[config.mk]
export PLATFORM = sky130hd
export DESIGN_NAME = ssh_hostname_userid_checker_unit
export DESIGN_NICKNAME = d
export VERILOG_FILES = /design/src/rtl/core/shuc_pkg.sv /design/src/rtl/core/shuc_front.sv /design/src/rtl/core/shuc_queue.sv /design/src/rtl/core/shuc_back.sv /design/src/rtl/core/ssh_hostname_userid_checker_unit.sv
export SDC_FILE = /design/constraint.sdc
export NUM_CORES = 1
export LEC_CHECK = 0
export BUFFER_PORTS_ARGS = -buffer_cell sky130_fd_sc_hd__buf_4
export CORE_UTILIZATION = 50
export CTS_CLUSTER_SIZE = 28
export DETAILED_ROUTE_END_ITERATION = 8
export PLACE_DENSITY_LB_ADDON = 0.2
export SYNTH_ARGS = -nofsm -noshare
export SYNTH_HDL_FRONTEND = slang
export SYNTH_HIERARCHICAL = 1
export SYNTH_SLANG_ARGS = --single-unit
[constraint.sdc]
create_clock -name clk_i -period 5.5 [get_ports clk_i]
set_input_delay 1.1 -clock clk_i [delete_from_list [all_inputs] [get_ports clk_i]]
set_output_delay 1.1 -clock clk_i [all_outputs]
set_load 0.02 [all_outputs]
[src/rtl/core/shuc_pkg.sv]
// ---------------------------------------------------------------------------
// shuc_pkg
// Types and constants shared by the host user id checker modules.
// ---------------------------------------------------------------------------
`timescale 1ns / 1ps
`default_nettype none

package shuc_pkg;

  localparam int unsigned ChrW      = 8;
  localparam int unsigned PrefixLen = 6;
  localparam int unsigned ReasonW   = 3;
  localparam int unsigned OutDataW  = 8;

  localparam logic [ChrW-1:0] ChrNul  = 8'h00;
  localparam logic [ChrW-1:0] ChrDash = 8'h2d;
  localparam logic [ChrW-1:0] ChrDot  = 8'h2e;

  // "ssh://", first character at index 0
  localparam logic [PrefixLen-1:0][ChrW-1:0] Prefix = {
    8'h2f, 8'h2f, 8'h3a, 8'h68, 8'h73, 8'h73
  };

  // Parser position: prefix characters 0..5, then label start, then in label
  typedef enum logic [2:0] {
    PH_P0          = 3'd0,
    PH_P1          = 3'd1,
    PH_P2          = 3'd2,
    PH_P3          = 3'd3,
    PH_P4          = 3'd4,
    PH_P5          = 3'd5,
    PH_LABEL_START = 3'd6,
    PH_IN_LABEL    = 3'd7
  } phase_e;

  typedef enum logic [ReasonW-1:0] {
    RSN_OK         = 3'd0,
    RSN_BAD_PREFIX = 3'd1,
    RSN_LABEL_BEG  = 3'd2,
    RSN_LABEL_END  = 3'd3,
    RSN_BAD_CHAR   = 3'd4,
    RSN_BAD_FINAL  = 3'd5
  } reason_e;

  // Character class word handed from the front to the back
  typedef struct packed {
    logic                 is_end;
    logic                 is_alnum;
    logic                 is_dash;
    logic                 is_dot;
    logic [PrefixLen-1:0] pfx_hit;
  } chr_class_t;

  localparam int unsigned ClassW = $bits(chr_class_t);

  function automatic logic is_alnum(input logic [ChrW-1:0] c);
    return ((c >= 8'h30) && (c <= 8'h39)) ||
           ((c >= 8'h41) && (c <= 8'h5a)) ||
           ((c >= 8'h61) && (c <= 8'h7a));
  endfunction

endpackage

`default_nettype wire

[src/rtl/core/shuc_front.sv]
// ---------------------------------------------------------------------------
// shuc_front
// Accepts input characters and classifies each into a class word.
// ---------------------------------------------------------------------------
`timescale 1ns / 1ps
`default_nettype none

module shuc_front
  import shuc_pkg::*;
(
  input  wire logic             s_valid_i,
  output logic                  s_ready_o,
  input  wire logic [ChrW-1:0]  s_chr_i,
  input  wire logic             q_ready_i,
  output logic                  q_push_o,
  output chr_class_t            q_cls_o
);

  // Take a character whenever the queue has room
  assign s_ready_o = q_ready_i;
  assign q_push_o  = s_valid_i & q_ready_i;

  // Classify the character
  always_comb begin
    q_cls_o.is_end   = (s_chr_i == ChrNul);
    q_cls_o.is_alnum = is_alnum(s_chr_i);
    q_cls_o.is_dash  = (s_chr_i == ChrDash);
    q_cls_o.is_dot   = (s_chr_i == ChrDot);
    for (int i = 0; i < PrefixLen; i++) begin
      q_cls_o.pfx_hit[i] = (s_chr_i == Prefix[i]);
    end
  end

endmodule

`default_nettype wire

[src/rtl/core/shuc_queue.sv]
// ---------------------------------------------------------------------------
// shuc_queue
// Two-entry queue of class words between the front and the back.
// ---------------------------------------------------------------------------
`timescale 1ns / 1ps
`default_nettype none

module shuc_queue
  import shuc_pkg::*;
(
  input  wire logic       clk_i,
  input  wire logic       rst_ni,
  input  wire logic       push_i,
  input  wire chr_class_t push_cls_i,
  output logic            ready_o,
  input  wire logic       pop_i,
  output logic            valid_o,
  output chr_class_t      pop_cls_o
);

  chr_class_t mem_q [2];
  logic       wr_ptr_q, wr_ptr_d;
  logic       rd_ptr_q, rd_ptr_d;
  logic [1:0] cnt_q, cnt_d;

  assign ready_o   = (cnt_q != 2'd2);
  assign valid_o   = (cnt_q != 2'd0);
  assign pop_cls_o = mem_q[rd_ptr_q];

  // Advance pointers and fill count
  always_comb begin
    wr_ptr_d = wr_ptr_q ^ push_i;
    rd_ptr_d = rd_ptr_q ^ pop_i;
    cnt_d    = cnt_q + {1'b0, push_i} - {1'b0, pop_i};
  end

  always_ff @(posedge clk_i or negedge rst_ni) begin
    if (!rst_ni) begin
      wr_ptr_q <= 1'b0;
      rd_ptr_q <= 1'b0;
      cnt_q    <= 2'd0;
    end else begin
      wr_ptr_q <= wr_ptr_d;
      rd_ptr_q <= rd_ptr_d;
      cnt_q    <= cnt_d;
    end
  end

  // Store the pushed word
  always_ff @(posedge clk_i) begin
    if (push_i) begin
      mem_q[wr_ptr_q] <= push_cls_i;
    end
  end

endmodule

`default_nettype wire

[src/rtl/core/shuc_back.sv]
// ---------------------------------------------------------------------------
// shuc_back
// Runs the syntax state machine on class words and holds the verdict word.
// ---------------------------------------------------------------------------
`timescale 1ns / 1ps
`default_nettype none

module shuc_back
  import shuc_pkg::*;
(
  input  wire logic               clk_i,
  input  wire logic               rst_ni,
  input  wire logic               q_valid_i,
  input  wire chr_class_t         q_cls_i,
  output logic                    q_pop_o,
  output logic                    m_valid_o,
  input  wire logic               m_ready_i,
  output logic [OutDataW-1:0]     m_data_o
);

  phase_e                   phase_q, phase_d;
  logic                     prev_an_q, prev_an_d;
  reason_e                  err_q, err_d;
  reason_e                  verdict;
  logic                     pfx_ok;
  logic                     out_vld_q;
  logic [OutDataW-1:0]      out_data_q;

  // Pop unless a verdict would overwrite one still waiting
  assign q_pop_o = q_valid_i & (!q_cls_i.is_end | !out_vld_q | m_ready_i);

  // Match against the expected prefix character
  always_comb begin
    pfx_ok = 1'b0;
    if (phase_q < PH_LABEL_START) begin
      pfx_ok = q_cls_i.pfx_hit[phase_q];
    end
  end

  // Next state
  always_comb begin
    phase_d   = phase_q;
    prev_an_d = prev_an_q;
    err_d     = err_q;
    if (q_pop_o) begin
      if (q_cls_i.is_end) begin
        phase_d   = PH_P0;
        prev_an_d = 1'b0;
        err_d     = RSN_OK;
      end else if (err_q == RSN_OK) begin
        unique case (phase_q)
          PH_LABEL_START: begin
            if (q_cls_i.is_alnum) begin
              phase_d   = PH_IN_LABEL;
              prev_an_d = 1'b1;
            end else begin
              err_d = RSN_LABEL_BEG;
            end
          end
          PH_IN_LABEL: begin
            priority if (q_cls_i.is_alnum || q_cls_i.is_dash) begin
              prev_an_d = q_cls_i.is_alnum;
            end else if (q_cls_i.is_dot) begin
              if (prev_an_q) begin
                phase_d   = PH_LABEL_START;
                prev_an_d = 1'b0;
              end else begin
                err_d = RSN_LABEL_END;
              end
            end else begin
              err_d = RSN_BAD_CHAR;
            end
          end
          default: begin
            if (pfx_ok) begin
              phase_d = phase_e'(phase_q + 3'd1);
            end else begin
              err_d = RSN_BAD_PREFIX;
            end
          end
        endcase
      end
    end
  end

  // Verdict for a terminating zero byte
  always_comb begin
    priority if (err_q != RSN_OK) begin
      verdict = err_q;
    end else if (phase_q < PH_LABEL_START) begin
      verdict = RSN_BAD_PREFIX;
    end else if (phase_q == PH_LABEL_START) begin
      verdict = RSN_BAD_FINAL;
    end else if (!prev_an_q) begin
      verdict = RSN_LABEL_END;
    end else begin
      verdict = RSN_OK;
    end
  end

  always_ff @(posedge clk_i or negedge rst_ni) begin
    if (!rst_ni) begin
      phase_q   <= PH_P0;
      prev_an_q <= 1'b0;
      err_q     <= RSN_OK;
      out_vld_q <= 1'b0;
    end else begin
      phase_q   <= phase_d;
      prev_an_q <= prev_an_d;
      err_q     <= err_d;
      if (q_pop_o && q_cls_i.is_end) begin
        out_vld_q <= 1'b1;
      end else if (m_ready_i) begin
        out_vld_q <= 1'b0;
      end
    end
  end

  // Load the verdict word
  always_ff @(posedge clk_i) begin
    if (q_pop_o && q_cls_i.is_end) begin
      out_data_q <= {{(OutDataW - ReasonW - 1){1'b0}}, verdict, (verdict == RSN_OK)};
    end
  end

  assign m_valid_o = out_vld_q;
  assign m_data_o  = out_data_q;

endmodule

`default_nettype wire

[src/rtl/core/ssh_hostname_userid_checker_unit.sv]
// ---------------------------------------------------------------------------
// ssh_hostname_userid_checker_unit
// Syntax checker for ssh:// host user ids, one character per word.
// ---------------------------------------------------------------------------
// Takes one character per clock on the slave stream while the queue has
// room; a zero byte ends the string and yields one verdict word on the
// master stream via the queue and the verdict register, other characters
// yield nothing. The rate is set by the combinational class lookup in the
// front and the registered state update in the back; a two-entry queue and
// the verdict register let input keep flowing while a verdict waits to be
// taken. Verdict word: bit 0 = valid_res, bits 3:1 = reason (0 ok, 1 bad
// prefix, 2 bad label start, 3 bad label end, 4 bad character, 5 bad final
// character), upper bits zero. The first error is kept until the zero byte.
// ---------------------------------------------------------------------------
`timescale 1ns / 1ps
`default_nettype none

module ssh_hostname_userid_checker_unit
  import shuc_pkg::*;
(
  input  wire logic                clk_i,
  input  wire logic                rst_ni,
  input  wire logic                s_axis_tvalid,
  output logic                     s_axis_tready,
  input  wire logic [ChrW-1:0]     s_axis_tdata,   // [7:0] ch
  output logic                     m_axis_tvalid,
  input  wire logic                m_axis_tready,
  output logic [OutDataW-1:0]      m_axis_tdata    // [0] valid_res, [3:1] reason, [7:4] zero
);

  logic       q_ready;
  logic       q_push;
  chr_class_t push_cls;
  logic       q_valid;
  logic       q_pop;
  chr_class_t pop_cls;

  shuc_front u_front (
    .s_valid_i (s_axis_tvalid),
    .s_ready_o (s_axis_tready),
    .s_chr_i   (s_axis_tdata),
    .q_ready_i (q_ready),
    .q_push_o  (q_push),
    .q_cls_o   (push_cls)
  );

  shuc_queue u_queue (
    .clk_i      (clk_i),
    .rst_ni     (rst_ni),
    .push_i     (q_push),
    .push_cls_i (push_cls),
    .ready_o    (q_ready),
    .pop_i      (q_pop),
    .valid_o    (q_valid),
    .pop_cls_o  (pop_cls)
  );

  shuc_back u_back (
    .clk_i     (clk_i),
    .rst_ni    (rst_ni),
    .q_valid_i (q_valid),
    .q_cls_i   (pop_cls),
    .q_pop_o   (q_pop),
    .m_valid_o (m_axis_tvalid),
    .m_ready_i (m_axis_tready),
    .m_data_o  (m_axis_tdata)
  );

endmodule

`default_nettype wire

# --- After elaboration in Yosys (flattened, before gate mapping) ---
# Memories as Yosys holds them, arrays and structs flattened.
# Cells that the tools add are included.
totals:
  register_bits: 16
  mem_bits_rw: 20
  word_cells: 97
  n_memories: 1
classes:
  n_addsub: 3
  magnitude_cmp: 8
  eq_ne: 17
  muxes: 33
  bitwise: 6
  reduce_logical: 21
mem_list:
  columns: ["name", "depth", "width", "read_ports", "rd_clocked_by_memory_dff", "wr", "line_no", "source"]
  rows:
  - ["u_queue.mem_q", 2, 10, 1, 0, 1, "shuc_queue.sv:21", "chr_class_t mem_q [2];"]
ops:
  columns: ["cell", "count"]
  rows:
  - ["two-way mux 3 bit", 17]
  - ["== test 8 x 6 -> 1 bit (second input constant)", 4]
  - ["== test 8 x 7 -> 1 bit (second input constant)", 2]
  - ["greater-or-equal comparator 8 x 7 -> 1 bit (second input constant)", 2]
  - ["less-or-equal comparator 8 x 7 -> 1 bit (second input constant)", 2]
  - ["one-hot mux 3 bit (2 select lines)", 2]
  - ["two-way mux 1 bit", 11]
  - ["inequality test 3 x 2 -> 1 bit (second input constant)", 3]
  - ["greater-or-equal comparator 8 x 6 -> 1 bit (second input constant)", 1]
  - ["less-or-equal comparator 8 x 6 -> 1 bit (second input constant)", 1]
  - ["logical NOT 8 bit", 1]
  - ["inequality test 4 x 3 -> 1 bit (second input constant)", 2]
  - ["AND reduction 7 bit", 1]
  - ["== test 3 bit (second input constant)", 2]
  - ["logical NOT 3 bit", 2]
  - ["inequality test 3 x 1 -> 1 bit (second input constant)", 2]
  - ["AND reduction 6 bit", 1]
  - ["nonzero test 2 bit", 3]
  - ["nonzero test 3 bit", 2]
  - ["AND reduction 5 bit", 1]
  - ["logical AND 1 bit", 4]
  - ["< comparator 3 x 4 -> 1 bit (second input constant)", 1]
  - ["inequality test 4 x 2 -> 1 bit (second input constant)", 1]
  - ["nonzero test 4 bit", 1]
  - ["other kinds (13)", 19]

# --- Logic depth before layout (Yosys ltp) ---
# Gate-level depths: netlist of run 1.
# An unclocked memory read counts as a cell.
depth:
  ltp_word: 8
  depth_mapped: 7
  depth_no_buf: 6

# --- Hierarchy ---
# The synthesis of run 1 kept the hierarchy.
modules_own_cells:
  columns: ["mod", "n_inst", "cells_per_inst", "area_per_inst_um2", "seq_area_each_um2"]
  rows:
  - ["shuc_queue", 1, 47, 968.4, 700.7]
  - ["shuc_back", 1, 79, 797.0, 320.3]
  - ["shuc_front", 1, 26, 185.2, 0.0]

# --- Least setup slack after synthesis of run 1 ---
# Ideal clock, no wire load.
synth_timing:
  path_type: "input to register"
  from: "input port m_axis_tready"
  to: "register u_queue.cnt_q[1]"
  t_arrival_ns: 2.225
  slack_ns: 3.140
  cell_stages: 6
  path_buffers: 0
  cell_sequence: "nor2b_1 > a21boi_1 > ha_1 > inv_1 > ha_1 > xor3_1"
synth_between:
  elab_chain_len: 3
synth_lines:
  columns: ["element", "line_no", "source"]
  rows:
  - ["from (decl)", "ssh_hostname_userid_checker_unit.sv:27", "input wire logic m_axis_tready,"]
  - ["OR 1 bit", "shuc_back.sv:30", "assign q_pop_o = q_valid_i & (!q_cls_i.is_end | !out_vld_q | m_ready_i);"]
  - ["AND 1 bit", "shuc_back.sv:30", null]
  - ["named net q_pop", "ssh_hostname_userid_checker_unit.sv:35", "logic q_pop;"]
  - ["subtractor 2 x 1 -> 2 bit", "shuc_queue.sv:34", "cnt_d = cnt_q + {1'b0, push_i} - {1'b0, pop_i};"]
  - ["named net u_queue.cnt_d[1]", "shuc_queue.sv:24", "logic [1:0] cnt_q, cnt_d;"]
  - ["to (signal assigned)", "shuc_queue.sv:45", "cnt_q <= cnt_d;"]
  - ["to (decl)", "shuc_queue.sv:24", null]
# The timed path passes the listed nets, and every way through them passes these cells.
# A chain may end at the register's enable or synchronous reset.

==> results of run 1 <==
==> metal layers <==
layer	global-route usage	part of all wire	vias up
met1	0.2098	0.43	611
met5	0	0	-
li1	-	-	591
met4	0.06667	0.011	0
met3	0.04754	0.034	4
met2	0.3132	0.52	31
==> through the flow <==
stage / util / power [mW] / cell area, um^2 / cells / hold slack, ns
finish: 0.5851 / 1.021 / 2158 / 218 / 0.5768
global route: 0.5851 / 1.091 / 2158 / 218 / 0.6020
CTS: 0.5851 / 1.033 / 2158 / 218 / 0.5750
detailed placement: 0.5634 / 0.8551 / 2078 / 210 / 0.5582
global placement: 0.5634 / 0.8390 / 2078 / 210 / 0.5538
floorplan: - / 0.7662 / 1962 / 155 / 0.5173
==> cell families (layout without fill, tap and decap cells) <==
group | Yosys count | count (layout) | share of synthesized area
DFF | 36 | 36 | 0.5234
adders and majority gates | 6 | 6 | 0.03849
buffers and inverters | 14 | 29 | 0.04426
muxes | 15 | 15 | 0.1097
and+or+nand+nor | 53 | 53 | 0.1649
other | 1 | 4 | 0.001922
xor gates and xnor gates | 2 | 2 | 0.01668
AOI/OAI and AO/OA | 25 | 25 | 0.1007
==> layout by cell type, fill, tap and decap left out, drive strengths merged, types with 3 or more instances in the layout <==
cell / netlist / final
mux2: 14 / 14
inv: 4 / 4
conb: 1 / 4
nor3b: 3 / 3
buf: 8 / 17
dfrtp: 12 / 12
nand2b: 5 / 5
a21oi: 4 / 4
clkbuf: 2 / 7
o21ai: 4 / 4
nor2: 8 / 8
or2: 4 / 4
nor2b: 3 / 3
ha: 6 / 6
nand2: 8 / 8
and2: 3 / 3
nor3: 4 / 4
nor4b: 3 / 3
edfxtp: 24 / 24
nand3: 5 / 5
==> power by group through the flow <==
stage	registers [mW]	logic, mW	clock network (mW)
floorplan	0.423	0.344	0
global placement	0.439	0.400	0
detailed placement	0.446	0.409	0
CTS	0.440	0.412	0.181
global route	0.449	0.449	0.193
finish	0.438	0.408	0.176
==> worst register-to-register path: cells and delay by family, from the launching register on <==
family | cells | cell delay (ns)
flip-flops | 1 | 0.73
multiplexers | 1 | 0.52
adder cells (fa/ha/maj) | 2 | 0.43
XOR/XNOR | 1 | 0.38
AO/OA/AOI/OAI | 1 | 0.35
buffers and inverters | 1 | 0.06
==> registers in the layout, summed over array words and instances, names as in the netlist <==
| signal | cells |
|---|---|
| u_back/phase_q | 3 |
| u_queue/rd_ptr_q | 1 |
| u_back/prev_an_q | 1 |
| u_queue/cnt_q | 2 |
| u_queue/wr_ptr_q | 1 |
| u_queue/mem_q | 20 |
| u_back/m_data_o | 4 |
| u_back/err_q | 3 |
| u_back/m_valid_o | 1 |
==> layout make-up <==
class | count | area (um^2) | area share
clock inverters | 1 | 3.754 | 0.001739
flip-flops and latches | 36 | 1021 | 0.4730
repair buffers | 17 | 127.6 | 0.05913
clock buffers | 7 | 76.32 | 0.03536
multi-input cells | 105 | 854.6 | 0.3959
inverters | 4 | 15.01 | 0.006957
well taps | 48 | 60.06 | 0.02783
==> how the worst max path moves through the flow <==
stage / startpoint / cells after the start / end
after global routing: u_queue/rd_ptr_q / 6 / u_queue/cnt_q[1]
after floorplan: m_axis_tready / 6 / u_queue/cnt_q[1]
after global placement: u_queue/rd_ptr_q / 6 / u_queue/cnt_q[1]
after CTS: u_queue/rd_ptr_q / 6 / u_queue/cnt_q[1]
final: u_queue/rd_ptr_q / 6 / u_queue/cnt_q[1]
after detailed placement: u_queue/rd_ptr_q / 6 / u_queue/cnt_q[1]
==> qor.yml, run 1 <==
synth.top_cells.by_area: "edfxtp_1, dfrtp_1, mux2_4"
critical_path_peak_fanout: 14
switching_share: 0.3379
hold_depth: 1
p_leak_nw: 0.8550
fill_cells: 311
post-synth-top-count-cell: "edfxtp_1"
worst-endpoint-arrival_ns: 2.75
synth_sequential_area_ratio: 0.5234
seqPwrFrac: 0.429
number_of_enable_flip_flop_cells_after_synthesis: 24
route.vias.total: 1237
yosys_register_bits: 36
clock_power_share: 0.172
post-synth-top-area-fraction: 0.3695
start_util: 0.5288
maxCapViolCount: 0
status: "complete, no violations"
finalWorstSetupSlack_ns: 2.904
grt-ovfl-total: 0
period_minus_slack_ns: 2.596
setup.worst_path.end_class: "register"
synth_ff_type: "edfxtp_1"
grt_start_max_net_pins: 15
synth_top_cells_by_count: "edfxtp_1, dfrtp_1, mux2_4"
worst_hold_startpoint: "u_back/err_q[0]"
clock_latency_ns: 0.28
tritoncts: "built"
route.detailed.drc: 0
area_delta_synth_final_pct: 10.65
p_comb_frac: 0.400
row_count: 22
max_freq_mhz: 385.3
min-delay-path-class: "reg -> reg"
detailedRoute.firstPassIterationCount: 4
irDropWorstVdd_uv: 239.2
cts_root_buffer: "clkbuf_8"
antenna-diode-count: 0
clk_pin_slew_ns: 0.07
avgSynthCellArea_um2: 12.83
io-pin-count: 22
hold_path_end: "u_back/err_q[0]"
dp_hpwl_um: 2435
cts_buffer_depth: 2
grt_pass1_vias: 1208
internal_power_uw: 676.2
pin_slew_with_the_least_headroom_to_its_limit_ns: 0.5973
yosys.area.top_type: "edfxtp_1"
setup_viol_count_final: 0
powerDensity_mw_per_mm2: 473.2
yosysWarningCount: 6
vias_per_cell: 5.674
slew_headroom: 0.6018
drive_gt1_frac: 0.2706
num-nets-final: 187
cpMostUsedCell: "ha_1"
first_iteration_detailed_routing_drc_count: 92
crit-reg2reg-capture: "u_queue/cnt_q[1]"
crit_family: "flip-flops"
crit_chain: "mux2_2, a21boi_1, ha_1, inv_1, ha_1, xor3_1"
routed_wirelength_um: 3284
required_ns: 5.66
synthesis.instances: 152
final.period_utilization: 0.4719
dp_slack_ns: 2.906
chipWidth_um: 64.46
post_cts.repair.setup_buffers: 0
cts-buffers-inserted: 5
asyncSetResetFlopFracSynth: 0.3333
critical-path-max-stage-delay_ns: 0.73
gp_congestion: 0.8226
htree_num_levels: 2
timing.reg2reg.worst_path_depth: 6
post_synth_num_cell_types: 50
setup-tns-final_ns: 0
port-buffer-count: 17
die-area_mm2: 0.004155
antenna_violating_nets_post_route: 0
groute.usage.overall: 0.1791
slew_violations: 0
netlist_area_mm2: 0.001951
cp_slowest_cell: "dfrtp_1"
first_pass_grt_wire_length_um: 5526
rsz_0062_raised_after_global_routing: "false"
placeableCoreArea_mm2: 0.003689
number_of_endpoints_with_negative_hold_slack_in_the_final_report: 0
reg2reg_slack_ns: 2.90
path_buf_inv: 1
total_switching_power_uw: 345.1
cts.sink_count: 36
cts-hold-fix-buffers: 0
critical_path_class: "reg -> reg"
postCtsResizedCells: 0
timing.clock.skew_ns: 0.006715
routed_wire_length_per_instance_um: 15.06
antenna_found_initial: 0
regToRegStartpoint: "u_queue/rd_ptr_q"
chipHeight_um: 64.46
cp-start-kind: "register"
(Power assumes the default switching activity.)
==> run 2, diff against run 1 <==
Clock period 5.5 ns to 2.3 ns, I/O delays scaled along.
==> qor.yml, run 2 (same netlist as run 1, synthesis figures left out) <==
status: "complete, no violations"
cts_buffer_depth: 2  # unchanged
postCtsResizedCells: 0  # unchanged
layout_common_cells: "edfxtp_1, buf_4, dfrtp_1"
vias_per_cell: 5.691  # +0.29%
critical-path-max-stage-delay_ns: 0.51  # -0.22 ns
groute.layer.met1.usage: 0.2248  # +0.01501
grt-ovfl-total: 0  # unchanged
num-nets-final: 192  # +2.7%
setup_viol_count_final: 0  # unchanged
largest_register_ffs: 20  # unchanged
area_delta_synth_final_pct: 12.57
groute.usage.overall: 0.1891  # +0.009952
required_ns: 2.48  # -3.18 ns
grt-busiest-layer: "met2"
cp_slowest_cell: "dfrtp_1"
min-delay-path-class: "in -> async"
routed_wirelength_um: 3414  # +4.0%
first_iteration_detailed_routing_drc_count: 109  # +18%
detailedRoute.firstPassIterationCount: 4  # unchanged
antenna_violating_nets_post_route: 0  # unchanged
irDropWorstVdd_uv: 569.3  # +140%
tritoncts: "built"
cts_root_buffer: "clkbuf_8"
clock_latency_ns: 0.28  # about the same
rsz_0062_raised_after_global_routing: "false"
grt_pass1_vias: 1241  # +2.7%
critical_path_class: "reg -> reg"
setup.worst_path.end_class: "register"
maxCapViolCount: 0  # unchanged
final.period_utilization: 0.9135  # +0.4416
placed_cell_area_mm2: 0.002116  # +1.8%
grt_start_max_net_pins: 14  # -1
die-area_mm2: 0.004155  # unchanged
crit_family: "multiplexers"
post_cts.repair.setup_buffers: 0  # unchanged
htree_num_levels: 2  # unchanged
route.vias.total: 1269  # +2.6%
start_util: 0.5288  # unchanged
antenna_found_initial: 0  # unchanged
finish.instance_area_mm2: 0.002196  # +1.7%
io-pin-count: 22  # unchanged
setup.worst_path.start: "u_queue/rd_ptr_q"
path_buf_inv: 0  # -1
timing.clock.skew_ns: 0.003262  # -0.003453 ns
number_of_endpoints_with_negative_hold_slack_in_the_final_report: 0  # unchanged
route.detailed.drc: 0  # unchanged
port-buffer-count: 17  # unchanged
crit_chain: "mux2_4, mux4_2, o22ai_2, a21oi_2, or3b_1, o311ai_1"
worst-endpoint-arrival_ns: 2.28  # -0.47 ns
setup-tns-final_ns: 0  # unchanged
layout_commonest_cell: "edfxtp_1"
drive_gt1_frac: 0.2914  # +0.02084
row_count: 22  # unchanged
slew_violations: 0  # unchanged
fin_total_pwr_mw: 2.528  # +150%
smallest_hold_slack_ns: 0.008806  # -0.5680 ns
routed_wire_length_per_instance_um: 15.31  # +1.6%
period_minus_slack_ns: 2.101  # -0.4946 ns
first_pass_grt_wire_length_um: 5823  # +5.4%
met2_use_gr: 0.3263  # +0.01316
dp_hpwl_um: 2587  # +6.3%
cts-hold-fix-buffers: 0  # unchanged
regToRegStartpoint: "u_queue/rd_ptr_q"
chipWidth_um: 64.46  # unchanged
grt_util_met3: 0.04754  # unchanged
cp-start-kind: "register"
clk_pin_slew_ns: 0.07  # about the same
chipHeight_um: 64.46  # unchanged
antenna-diode-count: 0  # unchanged
gp_congestion: 0.8738  # +6.2%
max_freq_mhz: 476.0  # +24%
powerDensity_mw_per_mm2: 1151  # +140%
cts-buffers-inserted: 5  # unchanged
p_leak_nw: 0.8792  # +2.8%
placeableCoreArea_mm2: 0.003689  # unchanged
cts.sink_count: 36  # unchanged
critical_path_peak_fanout: 6  # -8
reg_with_most_ffs: "u_queue/mem_q"
[run 2: changes by cell type in the layout (fill, tap and decap cells not counted)]
cell	delta
buf_4	+5
[run 2: final cells by class]
type | instances | area (um^2)
Multi-Input combinational cell | 105 | 854.6
Fill cell | 305 | 1493
Sequential cell | 36 | 1021
Tap cell | 48 | 60.06
Clock inverter | 1 | 3.754
Timing Repair Buffer | 22 | 165.2
Clock buffer | 7 | 76.32
Inverter | 4 | 15.01
[run 2: final timing paths]
path	endpoint	slack, ns	cells after the start
worst max-delay path	u_back/phase_q[2]	0.20	6
max in group asynchronous	u_queue/cnt_q[0]	2.13	1
min in group clk_i	u_queue/mem_q[1][8]	0.51	2
worst max register to register	u_back/phase_q[2]	0.20	6
worst min-delay path	u_back/prev_an_q	0.009	1
worst min register to register	u_back/err_q[0]	0.55	1
[run 2: through the flow]
| step | worst slack [ns] | cells | util |
|---|---|---|---|
| detailed placement | 0.2034 | 215 | 0.5736 |
| finish | 0.1990 | 223 | 0.5953 |
| CTS | 0.1930 | 223 | 0.5953 |
| floorplan | 0.2741 | 155 | - |
| global placement | 0.2574 | 215 | 0.5736 |
| global route | 0.07805 | 223 | 0.5953 |
[run 2: power breakdown]
part	switching, mW	internal (mW)	total, mW
sequential	0.119	0.892	1.01
combinational	0.524	0.572	1.10
clock	0.210	0.211	0.421
[run 2: per-layer routing]
| metal | up-vias | routed length (um) | part of all wire |
|---|---|---|---|
| met2 | 38 | 1814 | 0.53 |
| li1 | 601 | - | - |
| met3 | 6 | 172 | 0.050 |
| met1 | 624 | 1378 | 0.40 |
| met4 | 0 | 48 | 0.014 |
| met5 | - | 0 | 0 |
==> run 3, diff against run 2 <==
Settings changed: CORE_MARGIN from default to 5, PLACE_DENSITY from default to 0.71, PLACE_DENSITY_LB_ADDON 0.2 to default.
==> qor.yml, run 3 (same netlist as run 1, synthesis figures left out) <==
status: "complete, no violations"
setup-tns-final_ns: 0  # unchanged
finalWorstSetupSlack_ns: 0.2055  # +0.006493 ns
route.detailed.drc: 0  # unchanged
slew_violations: 0  # unchanged
crit_chain: "mux2_4, mux4_2, o22ai_2, a21oi_2, or3b_1, o311ai_1"
worst_hold_startpoint: "s_axis_tdata[7]"
dp_hpwl_um: 2550  # -1.4%
antenna_violating_nets_post_route: 0  # unchanged
critical_path_class: "reg -> reg"
timing.clock.skew_ns: 0.008097  # +0.004835 ns
layout_common_cells: "edfxtp_1, buf_4, dfrtp_1"
min-delay-path-class: "in -> reg"
clk_pin_slew_ns: 0.07  # about the same
cp_slowest_cell: "dfrtp_1"
total_switching_power_uw: 853.4  # about the same
internal_power_mw: 1.710  # +2.1%
routed_wirelength_um: 3316  # -2.9%
rsz_0062_raised_after_global_routing: "false"
htree_num_levels: 2  # unchanged
cts_root_buffer: "clkbuf_8"
switching_share: 0.3329  # -0.004385
powerDensity_mw_per_mm2: 1153  # +0.18%
cts.sink_count: 36  # unchanged
die-area_mm2: 0.005250  # +26%
final.period_utilization: 0.9107  # -0.002823
p_comb_frac: 0.425  # -0.009
route.vias.total: 1263  # -0.47%
post_cts.repair.setup_buffers: 0  # unchanged
critical-path-max-stage-delay_ns: 0.50  # about the same
cts-buffers-inserted: 5  # unchanged
reg_with_most_ffs: "u_queue/mem_q"
antenna_found_initial: 0  # unchanged
groute.usage.overall: 0.1411  # -0.04795
number_of_endpoints_with_negative_hold_slack_in_the_final_report: 0  # unchanged
first_pass_grt_wire_length_um: 5568  # -4.4%
max_freq_mhz: 477.4  # +0.31%
chipWidth_um: 72.46  # +12%
period_minus_slack_ns: 2.095  # -0.006493 ns
first_iteration_detailed_routing_drc_count: 77  # -29%
vias_per_cell: 5.638  # -0.92%
maxCapViolCount: 0  # unchanged
layout_commonest_cell: "edfxtp_1"
row_count: 22  # unchanged
p_leak_nw: 0.8951  # +1.8%
cts_buffer_depth: 2  # unchanged
worst-endpoint-arrival_ns: 2.28  # about the same
io-pin-count: 22  # unchanged
detailedRoute.firstPassIterationCount: 5  # +1
critical_path_peak_fanout: 6  # unchanged
clock_power_share: 0.183  # +0.017
largest_register_ffs: 20  # unchanged
setup.worst_path.end_class: "register"
drive_gt1_frac: 0.3068  # +0.01539
gp_congestion: 0.8554  # -2.1%
setup.worst_path.start: "u_queue/rd_ptr_q"
seqPwrFrac: 0.392  # -0.008
dp_slack_ns: 0.2072  # +0.003709 ns
grt_start_max_net_pins: 14  # unchanged
hold_depth: 2
irDropWorstVdd_uv: 670.7  # +18%
placeableCoreArea_mm2: 0.003716  # +0.75%
start_util: 0.5249  # -0.003917
regToRegStartpoint: "u_queue/rd_ptr_q"
antenna-diode-count: 0  # unchanged
chipHeight_um: 72.46  # +12%
smallest_hold_slack_ns: 0.4897  # +0.4809 ns
timing.reg2reg.worst_path_depth: 6  # unchanged
port-buffer-count: 17  # unchanged
required_ns: 2.49  # about the same
area_delta_synth_final_pct: 13.92
grt_pass1_vias: 1229  # -0.97%
cp-start-kind: "register"
grt-ovfl-total: 0  # unchanged
fin_total_pwr_mw: 2.563  # +1.4%
clock_latency_ns: 0.29  # about the same
num-nets-final: 193  # +0.52%
tritoncts: "built"
routed_wire_length_per_instance_um: 14.80  # -3.3%
setup_viol_count_final: 0  # unchanged
run 3: cell count changes in the layout (fill, tap and decap cells not counted), sizes merged:
| cell | delta |
|---|---|
| dlygate4sd3 | +1 |
| inv | +1 |
| clkbuf | -1 |
run 3: repair_timing:
action / 4_1_cts / 5_1_grt
resized for setup: 0 / 0
hold buffers: 1 / 0
endpoints found under the hold margin: 12 / 0
run 3: critical path, delay by kind of cell, from the launching register on:
family,cells,cell delay (ns)
DFF,1,0.50
and+or+nand+nor,1,0.37
AOI/OAI and AO/OA,3,0.32
muxes,2,0.81
run 3: through the flow:
stage | instances | cell area (um^2) | utilization
floorplan | 155 | 1962 | -
global placement | 215 | 2116 | 0.5694
detailed placement | 215 | 2116 | 0.5694
CTS | 224 | 2222 | 0.5980
global route | 224 | 2222 | 0.5980
finish | 224 | 2222 | 0.5980
run 3: worst paths after layout:
kind | end | slack (ns)
max | u_back/phase_q[2] | 0.21
min | u_queue/mem_q[0][8] | 0.49
max reg2reg | u_back/phase_q[2] | 0.21
min reg2reg | u_back/err_q[0] | 0.57
max in group asynchronous | u_back/phase_q[0] | 1.59
min in group asynchronous | u_back/m_valid_o | 0.54
run 3: layout make-up:
cell class | instances | area [um^2]
flip-flops and latches | 36 | 1021
fillers | 304 | 1494
inverters | 4 | 15.01
multi-input cells | 105 | 854.6
repair buffers | 23 | 175.2
well taps | 48 | 60.06
clock inverters | 2 | 13.76
clock buffers | 6 | 82.58
run 3: power groups by stage:
stage | Sequential [mW] | Combinational [mW] | Clock (mW)
2_1_floorplan | 1.01 | 0.822 | 0
3_3_place_gp | 1.01 | 1.06 | 0
3_5_place_dp | 1.02 | 1.10 | 0
4_1_cts | 1.01 | 1.10 | 0.484
5_1_grt | 1.03 | 1.20 | 0.515
6_report | 1.01 | 1.09 | 0.468
run 3: metal layers:
| layer | GRT usage | share of wire | up-vias |
|---|---|---|---|
| met5 | 0 | 0 | - |
| met4 | 0.07787 | 0.022 | 0 |
| met3 | 0.04986 | 0.066 | 9 |
| met2 | 0.2326 | 0.51 | 44 |
| met1 | 0.1592 | 0.40 | 603 |
| li1 | - | - | 607 |
